$ cat config.mk
export PLATFORM = sky130hd
export DESIGN_NAME = bar_quantized_clip_launcher
export DESIGN_NICKNAME = d
export VERILOG_FILES = /design/src/rtl/bqcl_pkg.sv /design/src/rtl/bqcl_ram.sv /design/src/rtl/bqcl_mod.sv /design/src/rtl/bar_quantized_clip_launcher.sv
export SDC_FILE = /design/constraint.sdc
export NUM_CORES = 2
export LEC_CHECK = 0
export ABC_AREA = 1
export BUFFER_PORTS_ARGS = -buffer_cell sky130_fd_sc_hd__buf_4
export CORE_ASPECT_RATIO = 0.8
export CORE_UTILIZATION = 45
export CTS_BUF_LIST = sky130_fd_sc_hd__clkbuf_4 sky130_fd_sc_hd__clkbuf_8 sky130_fd_sc_hd__clkbuf_16
export CTS_CLUSTER_SIZE = 30
export DETAILED_ROUTE_END_ITERATION = 6
export GPL_TIMING_DRIVEN = 0
export SYNTH_ARGS = -nofsm -noshare
export SYNTH_HDL_FRONTEND = slang
export SYNTH_SLANG_ARGS = --single-unit
$ cat constraint.sdc
create_clock -name clk -period 12.9 [get_ports clk]
set_input_delay 1.29 -clock clk [delete_from_list [all_inputs] [get_ports clk]]
set_output_delay 1.29 -clock clk [all_outputs]
set_load 0.1 [all_outputs]
$ cat src/rtl/bqcl_pkg.sv
`timescale 1ns / 1ps
`default_nettype none

package bqcl_pkg;

  localparam int BAR_LEN_W = 24;
  localparam int BAR_CNT_W = 25;
  localparam int RAW_W     = 32;
  localparam int ROUND_W   = 33;
  localparam int NOTE_W    = 6;
  localparam int SLOT_W    = 4;

  localparam logic [BAR_LEN_W-1:0] BAR_LEN_RESET = 24'd96000;

  localparam logic ACT_TICK = 1'b0;
  localparam logic ACT_LOAD = 1'b1;

  localparam logic [1:0] PART_INTRO = 2'd0;
  localparam logic [1:0] PART_LOOP  = 2'd1;
  localparam logic [1:0] PART_OUTRO = 2'd2;

  typedef enum logic [2:0] {
    ST_IDLE,
    ST_LOAD_DIV,
    ST_LOAD_WR,
    ST_BAR_DIV,
    ST_CLIP_CHK,
    ST_CLIP_DIV,
    ST_EMIT
  } state_t;

  // what a clip wrap sends out
  typedef enum logic [1:0] {
    PLAN_NONE,
    PLAN_FIRST,
    PLAN_LOOP,
    PLAN_OUTRO
  } plan_t;

  function automatic logic [7:0] slot_entry(input logic [SLOT_W-1:0] slot,
                                            input logic [1:0] part);
    slot_entry = ({4'd0, slot} * 8'd3) + {6'd0, part};
  endfunction

endpackage

`default_nettype wire

$ cat src/rtl/bqcl_ram.sv
`timescale 1ns / 1ps
`default_nettype none

module bqcl_ram #(
  parameter int WIDTH = 33,
  parameter int DEPTH = 48
) (
  input  wire logic                     clk,
  input  wire logic                     wr_en,
  input  wire logic [$clog2(DEPTH)-1:0] wr_addr,
  input  wire logic [WIDTH-1:0]         wr_data,
  input  wire logic                     rd_en,
  input  wire logic [$clog2(DEPTH)-1:0] rd_addr,
  output logic      [WIDTH-1:0]         rd_data
);

  logic [WIDTH-1:0] mem_r [DEPTH];

  always_ff @(posedge clk) begin
    if (wr_en) begin
      mem_r[wr_addr] <= wr_data;
    end
    if (rd_en) begin
      rd_data <= mem_r[rd_addr];
    end
  end

endmodule

`default_nettype wire

$ cat src/rtl/bqcl_mod.sv
`timescale 1ns / 1ps
`default_nettype none

module bqcl_mod #(
  parameter int DW = 33
) (
  input  wire logic          clk,
  input  wire logic          rst_n,
  input  wire logic          start,
  input  wire logic [DW-1:0] dividend,
  input  wire logic [DW-1:0] divisor,
  output logic               done,
  output logic      [DW-1:0] rem
);

  localparam int CW = $clog2(DW + 1);

  logic [DW-1:0] rem_r, rem_nxt;
  logic [DW-1:0] quo_r, quo_nxt;
  logic [DW-1:0] dvs_r, dvs_nxt;
  logic [CW-1:0] cnt_r, cnt_nxt;
  logic          busy_r, busy_nxt;
  logic          done_r, done_nxt;
  logic [DW:0]   trial;
  logic [DW:0]   diff;

  always_comb begin
    trial    = {rem_r, quo_r[DW-1]};
    diff     = trial - {1'b0, dvs_r};
    rem_nxt  = rem_r;
    quo_nxt  = quo_r;
    dvs_nxt  = dvs_r;
    cnt_nxt  = cnt_r;
    busy_nxt = busy_r;
    done_nxt = 1'b0;
    if (start) begin
      rem_nxt  = '0;
      quo_nxt  = dividend;
      dvs_nxt  = divisor;
      cnt_nxt  = CW'(DW);
      busy_nxt = 1'b1;
    end else if (busy_r) begin
      rem_nxt = (trial >= {1'b0, dvs_r}) ? diff[DW-1:0] : trial[DW-1:0];
      quo_nxt = {quo_r[DW-2:0], 1'b0};
      cnt_nxt = cnt_r - CW'(1);
      if (cnt_r == CW'(1)) begin
        busy_nxt = 1'b0;
        done_nxt = 1'b1;
      end
    end
  end

  always_ff @(posedge clk) begin
    if (!rst_n) begin
      busy_r <= 1'b0;
      done_r <= 1'b0;
      cnt_r  <= '0;
    end else begin
      busy_r <= busy_nxt;
      done_r <= done_nxt;
      cnt_r  <= cnt_nxt;
    end
    rem_r <= rem_nxt;
    quo_r <= quo_nxt;
    dvs_r <= dvs_nxt;
  end

  assign done = done_r;
  assign rem  = rem_r;

  a_start_idle: assert property (@(posedge clk) disable iff (!rst_n)
    start |-> !busy_r)
    else $error("remainder unit restarted while busy");

  a_done_after_busy: assert property (@(posedge clk) disable iff (!rst_n)
    done_r |-> $past(busy_r) && !busy_r)
    else $error("remainder done without a finished run");

  a_rem_below: assert property (@(posedge clk) disable iff (!rst_n)
    done_r && (dvs_r != '0) |-> rem_r < dvs_r)
    else $error("remainder not below divisor");

endmodule

`default_nettype wire

$ cat src/rtl/bar_quantized_clip_launcher.sv
`timescale 1ns / 1ps
`default_nettype none

// Clip launcher on a bar grid. A load word (tuser high) rounds its raw length to the nearest
// multiple of bar_length, ties upward, and appends it to a length table of three entries per
// slot (intro, loop, outro); loads past the table's end are dropped. A tick word (tuser low)
// advances the bar and clip counters; when both wrap, the selected and previous slots decide
// up to three note on/off words, the last flagged by out_tlast. A tick that wraps nothing is
// handled in idle; every remainder goes through one shared bit-serial unit that settles one
// quotient bit per cycle. A load runs a remainder, then writes the table; a bar wrap runs a
// remainder, then checks the clip counter; a clip wrap runs another and sends its note words,
// one per cycle while the output is taken. The length table is a one-port-write,
// registered-read memory with no clearing pass; entries read before being loaded are undefined.
module bar_quantized_clip_launcher #(
  parameter int NUM_SLOTS   = 16,
  parameter int LENGTH_BITS = 33
) (
  input  wire logic        clk,
  input  wire logic        rst_n,
  input  wire logic        cfg_wr_en,
  input  wire logic [23:0] cfg_wr_data,  // bar_length
  input  wire logic        in_tvalid,
  output logic             in_tready,
  input  wire logic [39:0] in_tdata,     // slot_selected, slot_index[3:0], raw_length[31:0], pad
  input  wire logic        in_tuser,     // action
  output logic             out_tvalid,
  input  wire logic        out_tready,
  output logic      [7:0]  out_tdata,    // note_on, note_number[5:0], pad
  output logic             out_tlast
);

  localparam int TABLE_DEPTH = 3 * NUM_SLOTS;
  localparam int AW          = $clog2(TABLE_DEPTH);
  localparam int LCW         = $clog2(TABLE_DEPTH + 1);
  localparam int DW          = (LENGTH_BITS > bqcl_pkg::RAW_W) ? LENGTH_BITS : bqcl_pkg::RAW_W;

  bqcl_pkg::state_t state_r, state_nxt;
  bqcl_pkg::plan_t  plan_r, plan_nxt;

  logic [bqcl_pkg::BAR_LEN_W-1:0] bar_length_r, bar_length_nxt;
  logic [LCW-1:0]                 load_count_r, load_count_nxt;
  logic [bqcl_pkg::BAR_CNT_W-1:0] bar_count_r, bar_count_nxt;
  logic [LENGTH_BITS-1:0]         clip_count_r, clip_count_nxt;
  logic [LENGTH_BITS-1:0]         cur_len_r, cur_len_nxt;
  logic                           prev_valid_r, prev_valid_nxt;
  logic [bqcl_pkg::SLOT_W-1:0]    prev_slot_r, prev_slot_nxt;
  logic                           first_play_r, first_play_nxt;

  logic                           sel_r, sel_nxt;
  logic [bqcl_pkg::SLOT_W-1:0]    slot_r, slot_nxt;
  logic [bqcl_pkg::RAW_W-1:0]     raw_r, raw_nxt;
  logic [bqcl_pkg::SLOT_W-1:0]    ev_slot_r, ev_slot_nxt;
  logic [1:0]                     ev_idx_r, ev_idx_nxt;
  logic [bqcl_pkg::ROUND_W-1:0]   len_down_r, len_down_nxt;
  logic                           rnd_up_r, rnd_up_nxt;

  logic                           out_tvalid_r, out_tvalid_nxt;
  logic                           out_on_r, out_on_nxt;
  logic [bqcl_pkg::NOTE_W-1:0]    out_note_r, out_note_nxt;
  logic                           out_last_r, out_last_nxt;

  logic                           in_acc;
  logic                           div_start;
  logic [DW-1:0]                  div_dividend;
  logic [DW-1:0]                  div_divisor;
  logic                           div_done;
  logic [DW-1:0]                  div_rem;

  logic                           ram_wr_en;
  logic [AW-1:0]                  ram_wr_addr;
  logic [LENGTH_BITS-1:0]         ram_wr_data;
  logic                           ram_rd_en;
  logic [AW-1:0]                  ram_rd_addr;
  logic [LENGTH_BITS-1:0]         ram_rd_data;

  logic [bqcl_pkg::BAR_LEN_W-1:0] rnd_m;
  logic [bqcl_pkg::ROUND_W-1:0]   len_full;
  logic [LENGTH_BITS-1:0]         clip_mod;
  logic                           ev_on;
  logic [1:0]                     ev_part;
  logic                           ev_last;

  assign in_acc = in_tvalid && in_tready;

  bqcl_mod #(
    .DW(DW)
  ) u_mod (
    .clk      (clk),
    .rst_n    (rst_n),
    .start    (div_start),
    .dividend (div_dividend),
    .divisor  (div_divisor),
    .done     (div_done),
    .rem      (div_rem)
  );

  bqcl_ram #(
    .WIDTH(LENGTH_BITS),
    .DEPTH(TABLE_DEPTH)
  ) u_table (
    .clk     (clk),
    .wr_en   (ram_wr_en),
    .wr_addr (ram_wr_addr),
    .wr_data (ram_wr_data),
    .rd_en   (ram_rd_en),
    .rd_addr (ram_rd_addr),
    .rd_data (ram_rd_data)
  );

  // note word for the current step of the plan
  always_comb begin
    ev_on   = 1'b0;
    ev_part = bqcl_pkg::PART_INTRO;
    ev_last = 1'b1;
    case (plan_r)
      bqcl_pkg::PLAN_FIRST: begin
        ev_on = 1'b1;
      end
      bqcl_pkg::PLAN_LOOP: begin
        ev_part = bqcl_pkg::PART_LOOP;
        ev_on   = (ev_idx_r == 2'd1);
        ev_last = (ev_idx_r == 2'd1);
      end
      bqcl_pkg::PLAN_OUTRO: begin
        ev_last = (ev_idx_r == 2'd2);
        ev_on   = (ev_idx_r == 2'd2);
        if (ev_idx_r == 2'd0) begin
          ev_part = bqcl_pkg::PART_INTRO;
        end else if (ev_idx_r == 2'd1) begin
          ev_part = bqcl_pkg::PART_LOOP;
        end else begin
          ev_part = bqcl_pkg::PART_OUTRO;
        end
      end
      default: begin
        ev_last = 1'b1;
      end
    endcase
  end

  always_comb begin
    state_nxt      = state_r;
    plan_nxt       = plan_r;
    bar_length_nxt = bar_length_r;
    load_count_nxt = load_count_r;
    bar_count_nxt  = bar_count_r;
    clip_count_nxt = clip_count_r;
    cur_len_nxt    = cur_len_r;
    prev_valid_nxt = prev_valid_r;
    prev_slot_nxt  = prev_slot_r;
    first_play_nxt = first_play_r;
    sel_nxt        = sel_r;
    slot_nxt       = slot_r;
    raw_nxt        = raw_r;
    ev_slot_nxt    = ev_slot_r;
    ev_idx_nxt     = ev_idx_r;
    len_down_nxt   = len_down_r;
    rnd_up_nxt     = rnd_up_r;
    out_tvalid_nxt = out_tvalid_r && !out_tready;
    out_on_nxt     = out_on_r;
    out_note_nxt   = out_note_r;
    out_last_nxt   = out_last_r;

    div_start      = 1'b0;
    div_dividend   = DW'(bar_count_r);
    div_divisor    = DW'(bar_length_r);
    ram_wr_en      = 1'b0;
    ram_wr_addr    = AW'(load_count_r);
    ram_rd_en      = 1'b0;
    ram_rd_addr    = AW'(bqcl_pkg::slot_entry(slot_r, bqcl_pkg::PART_INTRO));

    rnd_m          = div_rem[bqcl_pkg::BAR_LEN_W-1:0];
    len_full       = len_down_r + (rnd_up_r ? {9'd0, bar_length_r} : '0);
    ram_wr_data    = LENGTH_BITS'(len_full);
    clip_mod       = (cur_len_r == '0) ? '0 : LENGTH_BITS'(div_rem);

    if (cfg_wr_en) begin
      bar_length_nxt = cfg_wr_data;
    end

    unique case (state_r)
      bqcl_pkg::ST_IDLE: begin
        if (in_acc) begin
          sel_nxt  = in_tdata[0] && ({28'd0, in_tdata[4:1]} < 32'(NUM_SLOTS));
          slot_nxt = in_tdata[4:1];
          raw_nxt  = in_tdata[36:5];
          if (in_tuser == bqcl_pkg::ACT_LOAD) begin
            div_start    = 1'b1;
            div_dividend = DW'(in_tdata[36:5]);
            state_nxt    = bqcl_pkg::ST_LOAD_DIV;
          end else if (bar_count_r > {1'b0, bar_length_r}) begin
            div_start = 1'b1;
            state_nxt = bqcl_pkg::ST_BAR_DIV;
          end else begin
            bar_count_nxt  = bar_count_r + bqcl_pkg::BAR_CNT_W'(1);
            clip_count_nxt = clip_count_r + LENGTH_BITS'(1);
          end
        end
      end
      bqcl_pkg::ST_LOAD_DIV: begin
        if (div_done) begin
          if (bar_length_r == '0) begin
            len_down_nxt = {1'b0, raw_r};
            rnd_up_nxt   = 1'b0;
          end else begin
            len_down_nxt = {1'b0, raw_r} - {9'd0, rnd_m};
            rnd_up_nxt   = ({rnd_m, 1'b0} >= {1'b0, bar_length_r});
          end
          state_nxt = bqcl_pkg::ST_LOAD_WR;
        end
      end
      bqcl_pkg::ST_LOAD_WR: begin
        if (load_count_r < LCW'(TABLE_DEPTH)) begin
          ram_wr_en      = 1'b1;
          load_count_nxt = load_count_r + LCW'(1);
        end
        state_nxt = bqcl_pkg::ST_IDLE;
      end
      bqcl_pkg::ST_BAR_DIV: begin
        if (div_done) begin
          bar_count_nxt = (bar_length_r == '0) ? '0 : bqcl_pkg::BAR_CNT_W'(div_rem);
          state_nxt     = bqcl_pkg::ST_CLIP_CHK;
        end
      end
      bqcl_pkg::ST_CLIP_CHK: begin
        if (clip_count_r > cur_len_r) begin
          div_start    = 1'b1;
          div_dividend = DW'(clip_count_r);
          div_divisor  = DW'(cur_len_r);
          ram_rd_en    = 1'b1;
          ev_idx_nxt   = 2'd0;
          ev_slot_nxt  = slot_r;
          if (sel_r) begin
            if (prev_valid_r && (slot_r == prev_slot_r)) begin
              if (first_play_r) begin
                plan_nxt       = bqcl_pkg::PLAN_FIRST;
                first_play_nxt = 1'b0;
              end else begin
                plan_nxt    = bqcl_pkg::PLAN_LOOP;
                ram_rd_addr = AW'(bqcl_pkg::slot_entry(slot_r, bqcl_pkg::PART_LOOP));
              end
            end else if (prev_valid_r) begin
              plan_nxt       = bqcl_pkg::PLAN_OUTRO;
              ev_slot_nxt    = prev_slot_r;
              ram_rd_addr    = AW'(bqcl_pkg::slot_entry(prev_slot_r, bqcl_pkg::PART_OUTRO));
              first_play_nxt = 1'b1;
            end else begin
              plan_nxt       = bqcl_pkg::PLAN_FIRST;
              first_play_nxt = 1'b0;
            end
            prev_slot_nxt  = slot_r;
            prev_valid_nxt = 1'b1;
          end else begin
            if (prev_valid_r) begin
              plan_nxt    = bqcl_pkg::PLAN_OUTRO;
              ev_slot_nxt = prev_slot_r;
              ram_rd_addr = AW'(bqcl_pkg::slot_entry(prev_slot_r, bqcl_pkg::PART_OUTRO));
            end else begin
              plan_nxt  = bqcl_pkg::PLAN_NONE;
              ram_rd_en = 1'b0;
            end
            prev_valid_nxt = 1'b0;
          end
          state_nxt = bqcl_pkg::ST_CLIP_DIV;
        end else begin
          bar_count_nxt  = bar_count_r + bqcl_pkg::BAR_CNT_W'(1);
          clip_count_nxt = clip_count_r + LENGTH_BITS'(1);
          state_nxt      = bqcl_pkg::ST_IDLE;
        end
      end
      bqcl_pkg::ST_CLIP_DIV: begin
        if (div_done) begin
          clip_count_nxt = clip_mod + LENGTH_BITS'(1);
          bar_count_nxt  = bar_count_r + bqcl_pkg::BAR_CNT_W'(1);
          cur_len_nxt    = (plan_r == bqcl_pkg::PLAN_NONE) ?
                           LENGTH_BITS'(bar_length_r) : ram_rd_data;
          state_nxt      = (plan_r == bqcl_pkg::PLAN_NONE) ?
                           bqcl_pkg::ST_IDLE : bqcl_pkg::ST_EMIT;
        end
      end
      bqcl_pkg::ST_EMIT: begin
        if (!out_tvalid_r || out_tready) begin
          out_tvalid_nxt = 1'b1;
          out_on_nxt     = ev_on;
          out_note_nxt   = bqcl_pkg::NOTE_W'(bqcl_pkg::slot_entry(ev_slot_r, ev_part));
          out_last_nxt   = ev_last;
          if (ev_last) begin
            state_nxt = bqcl_pkg::ST_IDLE;
          end else begin
            ev_idx_nxt = ev_idx_r + 2'd1;
          end
        end
      end
      default: begin
        state_nxt = bqcl_pkg::ST_IDLE;
      end
    endcase
  end

  always_ff @(posedge clk) begin
    if (!rst_n) begin
      state_r      <= bqcl_pkg::ST_IDLE;
      bar_length_r <= bqcl_pkg::BAR_LEN_RESET;
      load_count_r <= '0;
      bar_count_r  <= '0;
      clip_count_r <= '0;
      cur_len_r    <= '0;
      prev_valid_r <= 1'b0;
      prev_slot_r  <= '0;
      first_play_r <= 1'b1;
      out_tvalid_r <= 1'b0;
    end else begin
      state_r      <= state_nxt;
      bar_length_r <= bar_length_nxt;
      load_count_r <= load_count_nxt;
      bar_count_r  <= bar_count_nxt;
      clip_count_r <= clip_count_nxt;
      cur_len_r    <= cur_len_nxt;
      prev_valid_r <= prev_valid_nxt;
      prev_slot_r  <= prev_slot_nxt;
      first_play_r <= first_play_nxt;
      out_tvalid_r <= out_tvalid_nxt;
    end
    plan_r     <= plan_nxt;
    sel_r      <= sel_nxt;
    slot_r     <= slot_nxt;
    raw_r      <= raw_nxt;
    ev_slot_r  <= ev_slot_nxt;
    ev_idx_r   <= ev_idx_nxt;
    len_down_r <= len_down_nxt;
    rnd_up_r   <= rnd_up_nxt;
    out_on_r   <= out_on_nxt;
    out_note_r <= out_note_nxt;
    out_last_r <= out_last_nxt;
  end

  assign in_tready  = (state_r == bqcl_pkg::ST_IDLE);
  assign out_tvalid = out_tvalid_r;
  assign out_tdata  = {1'b0, out_note_r, out_on_r};
  assign out_tlast  = out_last_r;

  a_load_bound: assert property (@(posedge clk) disable iff (!rst_n)
    load_count_r <= LCW'(TABLE_DEPTH))
    else $error("load count past table depth");

  a_emit_plan: assert property (@(posedge clk) disable iff (!rst_n)
    (state_r == bqcl_pkg::ST_EMIT) |-> (plan_r != bqcl_pkg::PLAN_NONE))
    else $error("emitting with no note plan");

  a_div_owner: assert property (@(posedge clk) disable iff (!rst_n)
    div_done |-> (state_r == bqcl_pkg::ST_LOAD_DIV || state_r == bqcl_pkg::ST_BAR_DIV ||
                  state_r == bqcl_pkg::ST_CLIP_DIV))
    else $error("remainder finished with no waiting state");

  a_last_to_idle: assert property (@(posedge clk) disable iff (!rst_n)
    (state_r == bqcl_pkg::ST_EMIT) && (!out_tvalid_r || out_tready) && ev_last
    |=> (state_r == bqcl_pkg::ST_IDLE) && out_tvalid_r && out_tlast)
    else $error("final note word not followed by idle");

endmodule

`default_nettype wire

==> flow_metrics.tcl <==
set metrics [dict create \
    hold_path_end "cur_len_r[28]" \
    power.static_leakage_uw 0.0420 \
    io_buffers 76 \
    final-seq-area_sq_um 56600 \
    slew-limit-headroom_pct 0.510 \
    ys_top_cells_by_count "sky130_fd_sc_hd__nand2_1, sky130_fd_sc_hd__edfxtp_1, sky130_fd_sc_hd__inv_1, sky130_fd_sc_hd__nand3_1, sky130_fd_sc_hd__o21ai_0" \
    final_net_count 9760 \
    grt_pass1_wl_um 494000 \
    warnings_synthesis 0 \
    rsz0062_at_grt "no" \
    multi_input_gate_area_in_the_final_layout_sq_um 27900 \
    post_drt_via_cell_ratio 5.77 \
    initial_core_util_pct 45.4 \
    timing.reg2reg.setup_slack_ns 6.49 \
    final_clock_period_utilization_by_the_worst_path_pct 49.7 \
    synth.yosys.seq_area_share_pct 62.1 \
    synth.lib_cells_used.distinct 59 \
    cell_area_power_density_nw_per_um2 250 \
    finalWirelength_um 358000 \
    reg2reg_to "u_table.rd_data[25]" \
    fmax_mhz 156 \
    cts_htree_levels 4 \
    vias 71281 \
    yosysMostFrequentCell "sky130_fd_sc_hd__nand2_1" \
    synth_top_area_cell "sky130_fd_sc_hd__edfxtp_1" \
    ctsHoldBuffers 0 \
    tns_ns 0 \
    layout-drive-gt1-share_pct 8.92 \
    timing.critical_path.required_ns 13.46 \
    outcome "finished, violations left" \
    antenna_violating_nets_post_route 0 \
    final_max_slew_viol_count 0 \
    worst_setup_hold_path_clk_slew_ns 0.06 \
    finalHoldViolations 0 \
    cts_setup_buffers 0 \
    timing.hold.worst.start "cur_len_r[28]" \
    setup_slack_ns 6.49 \
    cts_max_path_buffers 3 \
    cap_violations 1 \
    worst_skew_pair.late_latency_ns 0.87 \
    synth.cell_area_sq_um 91200 \
    post_synth_main_area_contributors "sky130_fd_sc_hd__edfxtp_1, sky130_fd_sc_hd__nand2_1, sky130_fd_sc_hd__nand3_1" \
    dp_slack_ns 6.93 \
    resized_cells_post_cts 0 \
    synth-async-reset-ratio_pct 0 \
    routabilityCongestion 1.02 \
    violations_in_the_final_reports "design-rule violations, max-capacitance violations" \
    worst_ir_drop_vdd_uv 173 \
    syn_nets 9356 \
    hold-path-cell-count 2 \
    tightest_slew_ns 1.49 \
    worst_hold_path_type "reg2reg" \
    drcViolationCount 14 \
    num_io_pins 81 \
    initial_antenna_violation_count 28 \
    die_area_sq_um 204000 \
    clock-skew-final_ns 0.0562 \
    synthToLayoutAreaGrowth_pct 15.3 \
    timing.critical_path.arrival_ns 6.97 \
    postSynthAreaPerCell_sq_um 10.0 \
    tritoncts_num_sinks 1942 \
    placementRows 147 \
    layout.filler_cells 17882 \
    avgRoutedWirePerCell_um 29.0 \
    crit_path_end_kind "flop" \
    largest_net_degree_at_the_start_of_global_routing 45 \
    via_count_of_the_first_global_routing_pass 65199 \
    worstSetupPathType "reg2reg" \
    synth-main-ff-cell "sky130_fd_sc_hd__edfxtp_1" \
    leftover_overflow_at_the_end_of_global_routing 0 \
    total_routing_usage_reported_by_global_routing_pct 34.6 \
    drt_pass1_iterations 7 \
    synth_enable_flop_cells 1770 \
    reg2regPathDepth 21 \
    period_minus_slack_ns 6.41 \
    cts_inserted_buffers 198 \
    report.final.setup_viol 0 \
    clock-root-buffer "sky130_fd_sc_hd__clkbuf_16" \
    critical_path.reg2reg.startpoint "cur_len_r[32]" \
    placeable_core_area_sq_um 201000 \
    postSynthRegisterBits 1942 \
    die_x_um 505 \
    detailed_place_hpwl_um 270000 \
    postSynthCellCount 9091 \
    netlist.area_leader.share_pct 58.3 \
    cts_tree "yes" \
    cp-start-kind "flop" \
    die-height_um 405 \
    critPathMaxFanout 10 \
    drtIter0Drc 10793 \
]
[cells in the final DEF (no fill, tap or decap), types with 172 or more instances in the layout]
cell type | Yosys | final
sky130_fd_sc_hd__inv_1 | 1452 | 1451
sky130_fd_sc_hd__o21ai_0 | 404 | 404
sky130_fd_sc_hd__nor2_1 | 370 | 321
sky130_fd_sc_hd__buf_2 | 201 | 202
sky130_fd_sc_hd__nand3_1 | 1302 | 1302
sky130_fd_sc_hd__nand2_1 | 1779 | 1779
sky130_fd_sc_hd__a21oi_1 | 292 | 291
sky130_fd_sc_hd__o211ai_1 | 248 | 248
sky130_fd_sc_hd__edfxtp_1 | 1770 | 1770
sky130_fd_sc_hd__nand3b_1 | 173 | 173
sky130_fd_sc_hd__ha_1 | 188 | 187
sky130_fd_sc_hd__clkbuf_1 | 198 | 197
sky130_fd_sc_hd__clkbuf_16 | 0 | 199
sky130_fd_sc_hd__dfxtp_1 | 172 | 172
[layer usage]
layer  global-route usage (%)  part of all wire [%]  vias up
li1                         -                     -    31698
met1                     52.7                    44    35027
met2                     45.3                    38     4110
met3                     13.3                    15      444
met4                     8.70                   2.5        2
met5                        0                0.0036        -
[through the flow]
stage	total power (uW)	hold slack, ns	std cells	cell area, sq um	util, %
after floorplan	14100	0.456	9091	91200	-
after global placement	19700	0.479	11849	95100	47.3
after detailed placement	19900	0.485	11977	98500	49.0
after CTS	25700	0.497	12343	105000	52.3
after global routing	27100	0.514	12343	105000	52.3
final	26300	0.499	12353	105000	52.3
[critical path: stages (launching register included)]
cell and delay [ns]:
sky130_fd_sc_hd__dfxtp_1 0.51, sky130_fd_sc_hd__inv_1 0.18, sky130_fd_sc_hd__ha_1 0.33, sky130_fd_sc_hd__nand2_1 0.07
sky130_fd_sc_hd__inv_1 0.07, sky130_fd_sc_hd__nand3_1 0.26, sky130_fd_sc_hd__nor2_1 0.31, sky130_fd_sc_hd__nand2_1 0.09
sky130_fd_sc_hd__nand2_1 0.06, sky130_fd_sc_hd__nor2_1 0.05, sky130_fd_sc_hd__nand2_2 0.22, sky130_fd_sc_hd__nand4_1 0.49
sky130_fd_sc_hd__nand2_2 0.32, sky130_fd_sc_hd__buf_2 0.59, sky130_fd_sc_hd__clkbuf_1 0.90, sky130_fd_sc_hd__nand2_1 0.12
sky130_fd_sc_hd__nand3_1 0.11, sky130_fd_sc_hd__nand3_1 0.23, sky130_fd_sc_hd__nand3_1 0.32, sky130_fd_sc_hd__nand3_1 0.25
sky130_fd_sc_hd__nand3_1 0.43, sky130_fd_sc_hd__nand2_1 0.19
[how the worst max path moves through the flow]
stage / cells past startpoint / slack, ns / startpoint / endpoint
global placement: 8 / 3.82 / state_r[0] / u_mod.quo_r[12]
global route: 21 / 6.53 / cur_len_r[32] / u_table.rd_data[26]
floorplan: 9 / 6.81 / state_r[0] / u_mod.dvs_r[0]
finish: 21 / 6.49 / cur_len_r[32] / u_table.rd_data[25]
detailed placement: 21 / 6.93 / cur_len_r[32] / u_table.rd_data[24]
CTS: 21 / 6.90 / cur_len_r[32] / u_table.rd_data[24]
[power by group]
group	internal, uW	switching [uW]	leakage [uW]
Sequential	7400	491	0.0174
Clock	3300	2630	0.00330
Combinational	2950	9500	0.0213
Total	13700	12600	0.0420
[cell families after synthesis]
logic type / Yosys count / synth area share [%]
AO/OA/AOI/OAI: 1140 / 7.39
XOR/XNOR: 117 / 1.12
adder cells (fa/ha/maj): 195 / 2.73
buffers and inverters: 1929 / 8.29
flip-flops: 1942 / 62.1
multiplexers: 1 / 0.0110
other: 1 / 0.00411
AND/OR/NAND/NOR: 3766 / 18.4
[final cells by class]
type	instances	share of cell area (%)
tap	2682	3.19
antenna	10	0.0238
multi-input combinational	5220	26.5
sequential	1942	53.8
inverter	1460	5.21
buffer	469	1.98
timing repair buffer	204	2.96
clock inverter	123	1.26
clock buffer	243	5.06
[sequential cells by signal (all words and copies together) (netlist names), 24 cells and up]
register,cells
bar_count_r,25
bar_length_r,24
clip_count_r,33
cur_len_r,33
len_down_r,33
raw_r,32
u_mod.dvs_r,33
u_mod.quo_r,33
u_mod.rem,33
u_table.mem_r,1584
u_table.rd_data,33
(Power assumes the default switching activity.)
